<file path="src/sv/amsd_pkg.sv">
// shared types and constants of the accelerometer magnitude step detector
// used by amsd_mag_sq and accel_magnitude_step_detector; no dependencies
package amsd_pkg;

	localparam int AXIS_W      = 16;  // width of one axis field on the stream
	localparam int MAG_W       = 32;  // squared magnitude
	localparam int COUNT_W     = 32;  // step counter
	localparam int MOTION_W    = 12;  // motion level
	localparam int COOL_W      = 8;   // cooldown counter
	localparam int CFG_IDX_W   = 2;
	localparam int CFG_DATA_W  = 32;
	localparam int IN_TDATA_W  = 48;
	localparam int OUT_TDATA_W = 48;

	// divide by one million as (x >> 6) / 15625, the latter by reciprocal multiply
	localparam int DIV_PRE_SHIFT          = 6;
	localparam int DIV_IN_W               = MAG_W - DIV_PRE_SHIFT;
	localparam int DIV_RECIP_W            = 27;
	localparam logic [DIV_RECIP_W-1:0] DIV_RECIP = 27'd70368745;  // ceil(2^40 / 15625)
	localparam int DIV_POST_SHIFT         = 40;
	localparam int DIV_PROD_W             = DIV_IN_W + DIV_RECIP_W;

	localparam logic [MAG_W-1:0]  HIGH_THR_RESET  = 32'd420000000;
	localparam logic [MAG_W-1:0]  LOW_THR_RESET   = 32'd330000000;
	localparam logic [COOL_W-1:0] COOLDOWN_RESET  = 8'd1;
	localparam logic [MOTION_W-1:0] MOTION_MAX    = 12'd3221;

	typedef enum logic [CFG_IDX_W-1:0] {
		REG_HIGH_THR = 2'd0,
		REG_LOW_THR  = 2'd1,
		REG_COOLDOWN = 2'd2
	} cfg_reg_t;

	typedef enum logic {
		OP_SAMPLE = 1'b0,
		OP_CLEAR  = 1'b1
	} opcode_t;

endpackage

</file>
<file path="src/sv/amsd_mag_sq.sv">
// squared magnitude of a three-axis sample: three parallel squares and a sum
// depends on amsd_pkg for field and result widths
module amsd_mag_sq #(
	parameter int SAMPLE_WIDTH = 16
) (
	input  logic [amsd_pkg::AXIS_W-1:0] accel_x,
	input  logic [amsd_pkg::AXIS_W-1:0] accel_y,
	input  logic [amsd_pkg::AXIS_W-1:0] accel_z,
	output logic [amsd_pkg::MAG_W-1:0]  mag_sq
);
	import amsd_pkg::*;

	logic signed [SAMPLE_WIDTH-1:0]   sx, sy, sz;
	logic signed [2*SAMPLE_WIDTH-1:0] px, py, pz;
	logic [MAG_W-1:0]                 ux, uy, uz;

	// only the low sample bits count, taken as two's complement
	assign sx = $signed(accel_x[SAMPLE_WIDTH-1:0]);
	assign sy = $signed(accel_y[SAMPLE_WIDTH-1:0]);
	assign sz = $signed(accel_z[SAMPLE_WIDTH-1:0]);

	assign px = sx * sx;
	assign py = sy * sy;
	assign pz = sz * sz;

	// squares are never negative
	assign ux = MAG_W'($unsigned(px));
	assign uy = MAG_W'($unsigned(py));
	assign uz = MAG_W'($unsigned(pz));

	assign mag_sq = ux + uy + uz;

endmodule

</file>
<file path="src/sv/accel_magnitude_step_detector.sv">
// top level of the accelerometer magnitude step detector: stream ports,
// pipeline, step state and register file; uses amsd_pkg and amsd_mag_sq
//
// usage
//   s_axis carries one transaction per item: tdata holds the three signed axis
//   samples, tuser the opcode (sample or clear of the step count)
//   m_axis returns exactly one transaction per input item, in order, with the
//   step count, the motion level (squared magnitude / 1e6), the active flag
//   and a flag for a step counted by this item
//   the cfg channel writes the high threshold, low threshold and cooldown
//   reload by index; cfg_ready is always high, unknown indices are dropped
// timing
//   three register stages: input register, squared magnitude register and
//   result register, in that order
//   one item per cycle sustained while m_axis_tready is high; the three squares
//   and the sum fill the first stage, the reciprocal multiply for the divide by
//   one million and the threshold compares fill the second
// reset and stalls
//   arst_n clears the pipeline, the step state and loads the register defaults
//   when m_axis_tready is low each stage keeps its item and bubbles close up;
//   s_axis_tready drops only once all three stages hold items
module accel_magnitude_step_detector #(
	parameter int SAMPLE_WIDTH = 16
) (
	input  logic                               clk,
	input  logic                               arst_n,

	input  logic                               s_axis_tvalid,
	output logic                               s_axis_tready,
	// [15:0] accel_x, [31:16] accel_y, [47:32] accel_z
	input  logic [amsd_pkg::IN_TDATA_W-1:0]    s_axis_tdata,
	// [0] opcode
	input  logic                               s_axis_tuser,

	output logic                               m_axis_tvalid,
	input  logic                               m_axis_tready,
	// [31:0] step_total, [43:32] motion_level, [44] step_in_progress,
	// [45] step_counted, [47:46] zero
	output logic [amsd_pkg::OUT_TDATA_W-1:0]   m_axis_tdata,

	input  logic                               cfg_valid,
	output logic                               cfg_ready,
	input  logic [amsd_pkg::CFG_IDX_W-1:0]     cfg_index,
	input  logic [amsd_pkg::CFG_DATA_W-1:0]    cfg_data
);
	import amsd_pkg::*;

	// configuration registers
	logic [MAG_W-1:0]    high_thr_q;
	logic [MAG_W-1:0]    low_thr_q;
	logic [COOL_W-1:0]   cool_cfg_q;

	// stage 1: accepted item
	logic                valid_s1;
	logic                opcode_s1;
	logic [AXIS_W-1:0]   ax_s1, ay_s1, az_s1;

	// stage 2: squared magnitude
	logic                valid_s2;
	logic                opcode_s2;
	logic [MAG_W-1:0]    mag_sq_s2;
	logic [MAG_W-1:0]    mag_sq_comb;

	// step state
	logic [COUNT_W-1:0]  step_cnt_q;
	logic                active_q;
	logic [COOL_W-1:0]   cooldown_q;
	logic [MOTION_W-1:0] last_motion_q;

	// result register
	logic                out_valid_q;
	logic [COUNT_W-1:0]  out_total_q;
	logic [MOTION_W-1:0] out_motion_q;
	logic                out_active_q;
	logic                out_counted_q;

	// handshake chain
	logic                out_ready;
	logic                ready_s2;
	logic                adv_s2;

	// next-state values
	logic [DIV_IN_W-1:0]   div_in;
	logic [DIV_PROD_W-1:0] div_prod;
	logic [MOTION_W-1:0]   quotient;
	logic [COOL_W-1:0]     cool_dec;
	logic [COUNT_W-1:0]    step_cnt_nxt;
	logic                  active_nxt;
	logic [COOL_W-1:0]     cooldown_nxt;
	logic [MOTION_W-1:0]   motion_nxt;
	logic                  counted_nxt;

	// each stage takes a new item when empty or when its item moves on
	assign out_ready     = !out_valid_q || m_axis_tready;
	assign ready_s2      = !valid_s2 || out_ready;
	assign s_axis_tready = !valid_s1 || ready_s2;
	assign adv_s2        = valid_s2 && out_ready;
	assign cfg_ready     = 1'b1;

	// register file
	always_ff @(posedge clk or negedge arst_n) begin
		if (!arst_n) begin
			high_thr_q <= HIGH_THR_RESET;
			low_thr_q  <= LOW_THR_RESET;
			cool_cfg_q <= COOLDOWN_RESET;
		end else if (cfg_valid) begin
			case (cfg_reg_t'(cfg_index))
				REG_HIGH_THR: high_thr_q <= cfg_data;
				REG_LOW_THR:  low_thr_q  <= cfg_data;
				REG_COOLDOWN: cool_cfg_q <= cfg_data[COOL_W-1:0];
				default: ;
			endcase
		end
	end

	// stage 1
	always_ff @(posedge clk or negedge arst_n) begin
		if (!arst_n) begin
			valid_s1 <= 1'b0;
		end else if (s_axis_tready) begin
			valid_s1 <= s_axis_tvalid;
		end
	end

	always_ff @(posedge clk) begin
		if (s_axis_tready) begin
			opcode_s1 <= s_axis_tuser;
			ax_s1     <= s_axis_tdata[AXIS_W-1:0];
			ay_s1     <= s_axis_tdata[2*AXIS_W-1:AXIS_W];
			az_s1     <= s_axis_tdata[3*AXIS_W-1:2*AXIS_W];
		end
	end

	amsd_mag_sq #(
		.SAMPLE_WIDTH(SAMPLE_WIDTH)
	) u_mag_sq (
		.accel_x (ax_s1),
		.accel_y (ay_s1),
		.accel_z (az_s1),
		.mag_sq  (mag_sq_comb)
	);

	// stage 2
	always_ff @(posedge clk or negedge arst_n) begin
		if (!arst_n) begin
			valid_s2 <= 1'b0;
		end else if (ready_s2) begin
			valid_s2 <= valid_s1;
		end
	end

	always_ff @(posedge clk) begin
		if (ready_s2) begin
			opcode_s2 <= opcode_s1;
			mag_sq_s2 <= mag_sq_comb;
		end
	end

	// divide by one million: drop six bits, then multiply by 2^40/15625
	assign div_in   = mag_sq_s2[MAG_W-1:DIV_PRE_SHIFT];
	assign div_prod = DIV_PROD_W'(div_in) * DIV_PROD_W'(DIV_RECIP);
	assign quotient = div_prod[DIV_POST_SHIFT+MOTION_W-1:DIV_POST_SHIFT];

	// cooldown stops at zero
	assign cool_dec = (cooldown_q != '0) ? cooldown_q - COOL_W'(1) : '0;

	// step detector update for the item leaving stage 2
	always_comb begin
		step_cnt_nxt = step_cnt_q;
		active_nxt   = active_q;
		cooldown_nxt = cooldown_q;
		motion_nxt   = last_motion_q;
		counted_nxt  = 1'b0;
		if (opcode_t'(opcode_s2) == OP_CLEAR) begin
			step_cnt_nxt = '0;
		end else begin
			motion_nxt   = quotient;
			cooldown_nxt = cool_dec;
			if (active_q) begin
				if (mag_sq_s2 < low_thr_q) begin
					active_nxt = 1'b0;
				end
			end else if (cool_dec == '0 && mag_sq_s2 > high_thr_q) begin
				step_cnt_nxt = step_cnt_q + COUNT_W'(1);
				active_nxt   = 1'b1;
				cooldown_nxt = cool_cfg_q;
				counted_nxt  = 1'b1;
			end
		end
	end

	always_ff @(posedge clk or negedge arst_n) begin
		if (!arst_n) begin
			step_cnt_q    <= '0;
			active_q      <= 1'b0;
			cooldown_q    <= '0;
			last_motion_q <= '0;
		end else if (adv_s2) begin
			step_cnt_q    <= step_cnt_nxt;
			active_q      <= active_nxt;
			cooldown_q    <= cooldown_nxt;
			last_motion_q <= motion_nxt;
		end
	end

	// result register
	always_ff @(posedge clk or negedge arst_n) begin
		if (!arst_n) begin
			out_valid_q <= 1'b0;
		end else if (out_ready) begin
			out_valid_q <= valid_s2;
		end
	end

	always_ff @(posedge clk) begin
		if (out_ready) begin
			out_total_q   <= step_cnt_nxt;
			out_motion_q  <= motion_nxt;
			out_active_q  <= active_nxt;
			out_counted_q <= counted_nxt;
		end
	end

	assign m_axis_tvalid = out_valid_q;
	assign m_axis_tdata  = {2'b00, out_counted_q, out_active_q, out_motion_q, out_total_q};

`ifndef NO_ASSERTIONS
	// a counted step always leaves the detector active
	assert property (@(posedge clk) disable iff (!arst_n)
		out_valid_q && out_counted_q |-> out_active_q)
		else $error("step counted without active flag");

	// a counted step reloads the cooldown from its register
	assert property (@(posedge clk) disable iff (!arst_n)
		adv_s2 && counted_nxt |=> cooldown_q == $past(cool_cfg_q))
		else $error("cooldown not reloaded after counted step");

	// motion level never exceeds the largest squared magnitude over one million
	assert property (@(posedge clk) disable iff (!arst_n)
		out_valid_q |-> out_motion_q <= MOTION_MAX)
		else $error("motion level out of range");

	// step state moves only with an item leaving stage 2
	assert property (@(posedge clk) disable iff (!arst_n)
		!adv_s2 |=> $stable(step_cnt_q) && $stable(active_q) && $stable(cooldown_q))
		else $error("step state changed without an item");
`endif

endmodule

</file>
<file path="config.mk">
export PLATFORM = sky130hd
export DESIGN_NAME = accel_magnitude_step_detector
export DESIGN_NICKNAME = d
export VERILOG_FILES = /design/src/sv/amsd_pkg.sv /design/src/sv/amsd_mag_sq.sv /design/src/sv/accel_magnitude_step_detector.sv
export SDC_FILE = /design/constraint.sdc
export NUM_CORES = 2
export LEC_CHECK = 0
export ABC_CLOCK_PERIOD_IN_PS = 26200
export BUFFER_PORTS_ARGS = -buffer_cell sky130_fd_sc_hd__buf_2
export CORE_ASPECT_RATIO = 1.2
export CORE_MARGIN = 2
export CORE_UTILIZATION = 45
export CTS_CLUSTER_SIZE = 24
export DETAILED_ROUTE_END_ITERATION = 8
export HOLD_SLACK_MARGIN = 0.08
export PLACE_DENSITY_LB_ADDON = 0.25
export SLEW_MARGIN = 20
export SYNTH_ARGS = -nofsm -noshare
export SYNTH_HDL_FRONTEND = slang
export SYNTH_SLANG_ARGS = --single-unit
</file>
<file path="constraint.sdc">
create_clock -name clk -period 26.2 [get_ports clk]
set_clock_uncertainty 0.2 [all_clocks]
set_input_delay 3.93 -clock clk [delete_from_list [all_inputs] [get_ports clk]]
set_output_delay 3.93 -clock clk [all_outputs]
set_load 0.05 [all_outputs]
</file>
**After elaboration in Yosys (flattened, before gate mapping)**

Cells that the tools add are included.

- Register bits after elaboration: 256
- Input port bits: 88
- Output and inout bits: 51
- Word-level logic and storage cells: 60

- Add/sub/neg operators: 4
- $mul: 4
- $lt $le $gt $ge: 2
- Equal/unequal tests: 2
- Multiplexer cells: 11
- Bitwise operators: 1
- Reductions and logical operators: 16

Operators by type and width:

| kind | number |
|---|---|
| $mul 16x16->32 | 3 |
| $mux 32 | 3 |
| $add 32x32->32 | 2 |
| $mul 26x27->52 const B | 1 |
| $add 32x1->32 const B | 1 |
| $gt 32x32->1 | 1 |
| $lt 32x32->1 | 1 |
| $mux 8 | 3 |
| $mux 12 | 1 |
| $logic_not 8->1 | 1 |
| $reduce_and 2->1 | 4 |
| $reduce_bool 8->1 | 1 |
| $sub 8x1->8 const B | 1 |
| $mux 1 | 4 |
| $logic_not 1->1 | 3 |
| $logic_or 1x1->1 | 3 |
| $eq 2x1->1 const B | 1 |
| $eq 2x2->1 const B | 1 |
| $logic_and 1x1->1 | 2 |
| $logic_not 2->1 | 1 |
| $reduce_or 2->1 | 1 |
| $not 1->1 | 1 |

**Depth between registers and ports, before layout**

- Word-level depth: 7
- Gate-level depth with buffers: 30
- Gate-level depth less buffers: 28

**Hierarchy**

Synthesis repeated with hierarchy kept, for this count alone.

- Cell total of the unflattened synthesis: 4921
- Area total of the unflattened synthesis: 49518.7 um^2

By module, submodules not included:

| module | times used | cells an instance | area an instance (um^2) | seq. area each (um^2) |
|---|---|---|---|---|
| amsd_mag_sq | 1 | 2787 | 26848.2 | 0.0 |
| accel_magnitude_step_detector | 1 | 2134 | 22670.5 | 7074.3 |

**Worst setup path before layout**

OpenSTA, ideal clock, no wires.

- Path kind: input port to output port
- Start point: input port m_axis_tready
- End point: output port s_axis_tready
- Arrival time: 5.593 ns
- Required time: 22.070 ns
- Setup slack: 16.477 ns
- Stages on the path: 2
- Buffers on the path: 0
- Path through: nor2b_1 nand3_1

- Longest elaborated chain between the ends: 3

Ends and longest elaborated chain:

| element | line | RTL |
|---|---|---|
| from (decl) | accel_magnitude_step_detector.sv:36 | `input logic m_axis_tready,` |
| $logic_or 1x1->1 | accel_magnitude_step_detector.sv:94 | `assign out_ready = !out_valid_q \|\| m_axis_tready;` |
| $logic_or 1x1->1 | accel_magnitude_step_detector.sv:95 | `assign ready_s2 = !valid_s2 \|\| out_ready;` |
| $logic_or 1x1->1 | accel_magnitude_step_detector.sv:96 | `assign s_axis_tready = !valid_s1 \|\| ready_s2;` |
| to (decl) | accel_magnitude_step_detector.sv:29 | `output logic s_axis_tready,` |

Every way passes these cells.

**Final worst setup path**

- Start point: register az_s1[15]
- End point: register mag_sq_s2[30], data pin

- Longest elaborated chain between the ends: 2

Ends and longest elaborated chain:

| element | line | RTL |
|---|---|---|
| from (decl) | accel_magnitude_step_detector.sv:56 | `logic [AXIS_W-1:0] ax_s1, ay_s1, az_s1;` |
| from (signal assigned) | accel_magnitude_step_detector.sv:130 | `az_s1 <= s_axis_tdata[3*AXIS_W-1:2*AXIS_W];` |
| $mul 16x16->32 | amsd_mag_sq.sv:24 | `assign pz = sz * sz;` |
| $add 32x32->32 | amsd_mag_sq.sv:31 | `assign mag_sq = ux + uy + uz;` |
| via mag_sq_comb[30] | accel_magnitude_step_detector.sv:62 | `logic [MAG_W-1:0] mag_sq_comb;` |
| to (signal assigned) | accel_magnitude_step_detector.sv:155 | `mag_sq_s2 <= mag_sq_comb;` |
| to (decl) | accel_magnitude_step_detector.sv:61 | `logic [MAG_W-1:0] mag_sq_s2;` |

The timed path passes the listed nets, and every way through them passes these cells.
A chain may end at the register's enable or synchronous reset.

==> results.txt <==
final slew viol count: 0
Cells after Synth: 4853
CTS Hold Bufs: 0
number of global-route vias before repair: 35400
worst-case clock buffer depth: 3
placer's final routability congestion estimate: 0.924
Area growth, synth to finish: 6.75%
RSZ-0062 raised after global routing: no
Yosys warnings: 0
Netlist Area Pre-Place: 0.0493 mm2
CTS tree: yes
Synth Area per Inst: 10.2 um2
Post-synth top cells: 1448 x inv_1, 1062 x fa_1, 519 x ha_1
core area: 0.109 mm2
critical path's slowest cell: edfxtp_1
largest net degree at the start of global routing: 88
clk_lat worst skew: 0.61 ns
top-count cell post-synth: inv_1
CP Max Fanout: 31
die span in x: 306 um
flops & latches, synth: 256
Reg2Reg Launch Point: az_s1[15]
crit path to: mag_sq_s2[30]
DR iter-0 viols: 1478
number of nets in the layout: 6608
standard-cell row count: 133
Remaining Overflow, GRT: 0
Die Height: 367 um
Root Buffer: clkbuf_16
Worst Path Buf+Inv: 5
initial antenna violation count: 4
max-cap viol count: 0
via count of the routed design: 31800
ANT cells: 0
Slowest Stage Delay on Critical Path: 1.01 ns
hpwl dp: 103000 um
postcts setup bufs: 0
hold crit path type: flop to flop
initial core utilization: 0.452
status: completed
area leader, netlist: fa_1
H-tree Lvls: 2
CP Depth: 24
DR pass1 iterations: 5
Async S/R FF share, synth: 0.500
WL final: 120000 um
Die ar.: 0.112 mm2
endpoints failing hold: 0
Slew Limit Headroom: 0.310
WP data arrival: 9.97 ns
Hold Slack: 0.219 ns
r2r worst-path depth: 24
Setup TNS: 0 ns
Setup crit start: az_s1[15]
fraction of layout cells with a size suffix above 1: 0.0648
top post-synthesis cells by area: fa_1 43%, ha_1 13%, inv_1 11%
main flop type after synthesis: edfxtp_1
Final Critical Period: 9.85 ns
drt drc: 0
flop2flop setup slack: 16.35 ns
final setup vio count: 0
FILL cells: 10200
port bufs: 135
period utilization: 0.376
worst reg2reg endpoint: mag_sq_s2[30]
CTS buffer count: 35
PostCTS Resize Cnt: 0
gr usage total: 0.224
WL/cell: 18.8 um
worst-margin pin slew: 1.03 ns
Post-synth EDFFs: 128
I/O pin total: 139
cell repeated most along the worst path: fa_1
Req. time, crit path: 26.32 ns
CP endpoint kind: flop
synth unique cells: 73
Antenna Violating Nets Remaining: 0
critical path's top delay family: adder cells
register area share after synthesis: 0.143
top-area cell type share of the netlist area: 0.431
fmax: 102 MHz
crit-path cells: nand2_1 -> fa_1 -> fa_1 -> inv_1 -> fa_1 -> inv_1 -> fa_1 -> inv_1 -> fa_1 -> fa_1 -> fa_1 -> fa_1 -> inv_1 -> fa_1 -> inv_1 -> ha_1 -> and2_1 -> and3_1 -> a221oi_1 -> a21boi_0 -> a221oi_1 -> o21ai_0 -> nand2_1 -> o211ai_1
Clock Sink Count: 256
first-pass GRT wire length: 195000 um
Crit Path Class: flop to flop
vias per cell: 4.98
Clk pin slew, worst setup/hold paths: 0.07 ns
Setup crit start kind: flop
## worst reg2reg max path, delay by kind of cell, from the launching register on
kind                       cells  cell delay [ns]
DFF                            1             1.01
adders and majority gates     10             5.17
buffers and inverters          5             0.25
AOI/OAI and AO/OA              5             1.59
and+or+nand+nor                4             1.34
## worst min-delay path by stage
stage	start	end	slack, ns	cells past startpoint
2_1_floorplan	opcode_s1	opcode_s2	0.20	0
3_3_place_gp	opcode_s1	opcode_s2	0.20	0
3_5_place_dp	opcode_s1	opcode_s2	0.21	0
4_1_cts	opcode_s1	opcode_s2	0.22	0
5_1_grt	opcode_s1	opcode_s2	0.23	0
6_report	opcode_s1	opcode_s2	0.22	0
## state kept, by name, indices dropped and copies added, names as in the netlist, 8 cells and up
signal         flops
ay_s1             16
out_total_q       32
low_thr_q         32
out_motion_q      12
last_motion_q     12
az_s1             16
cooldown_q         8
step_cnt_q        32
cool_cfg_q         8
high_thr_q        32
mag_sq_s2         32
ax_s1             16
## cell families (layout without fill, tap and decap cells)
group                      count (synthesis)  after routing  synth area share
muxes                                     74             74            0.0162
xor gates and xnor gates                  96             96            0.0171
and+or+nand+nor                          884            884            0.0880
other                                      2              4          0.000152
DFF                                      256            256             0.143
AOI/OAI and AO/OA                        401            401            0.0529
buffers and inverters                   1559           1670             0.119
adders and majority gates               1581           1581             0.563
## cells in the final DEF (no fill, tap or decap), types with 17 or more instances in the layout
cell	synthesis	layout
fa_1	1062	1062
nor2b_1	39	39
ha_1	519	519
or4_1	18	18
and3_1	17	17
buf_4	6	23
a211oi_1	18	18
a21o_1	46	46
nand2b_1	26	26
or2_2	24	24
mux2_2	48	48
dfrtp_1	106	106
nor2_1	98	98
clkbuf_16	0	36
xor2_1	19	19
mux2i_1	26	26
a21oi_1	95	94
xnor2_1	77	77
nand2_1	364	363
dfstp_2	22	22
nand3_1	48	47
nand4_1	22	22
buf_2	4	134
o211ai_1	18	18
inv_1	1448	1447
nor3_1	25	25
o21ai_0	115	115
and2_1	168	168
edfxtp_1	128	128
## area by class of cell
cell class	instances	area [um2]	area share
Multi-Input combinational cell	3040	36400	0.691
Sequential cell	256	7070	0.134
Inverter	1448	5440	0.103
Clock buffer	47	972	0.0185
Timing Repair Buffer	158	855	0.0162
Tap cell	1417	1770	0.0337
Clock inverter	17	151	0.00288
## per-stage QoR
| step | setup slack [ns] | utilization | cell area (um2) | std cells |
|---|---|---|---|---|
| floorplan | 16.48 | - | 49300 | 4855 |
| global placement | 16.49 | 0.472 | 51500 | 6319 |
| detailed placement | 16.35 | 0.472 | 51500 | 6319 |
| CTS | 16.28 | 0.482 | 52600 | 6383 |
| global route | 15.85 | 0.482 | 52600 | 6383 |
| finish | 16.35 | 0.482 | 52600 | 6383 |
## metal layers
layer / wire length, um / GRT usage
met2: 61100 / 0.401
met5: 0 / 0
met4: 3620 / 0.0628
met1: 51000 / 0.288
met3: 4100 / 0.0210
Power is left out: the tool's default activity adds up to more than one toggle a clock period on the data nets, which glitch-free logic cannot reach.
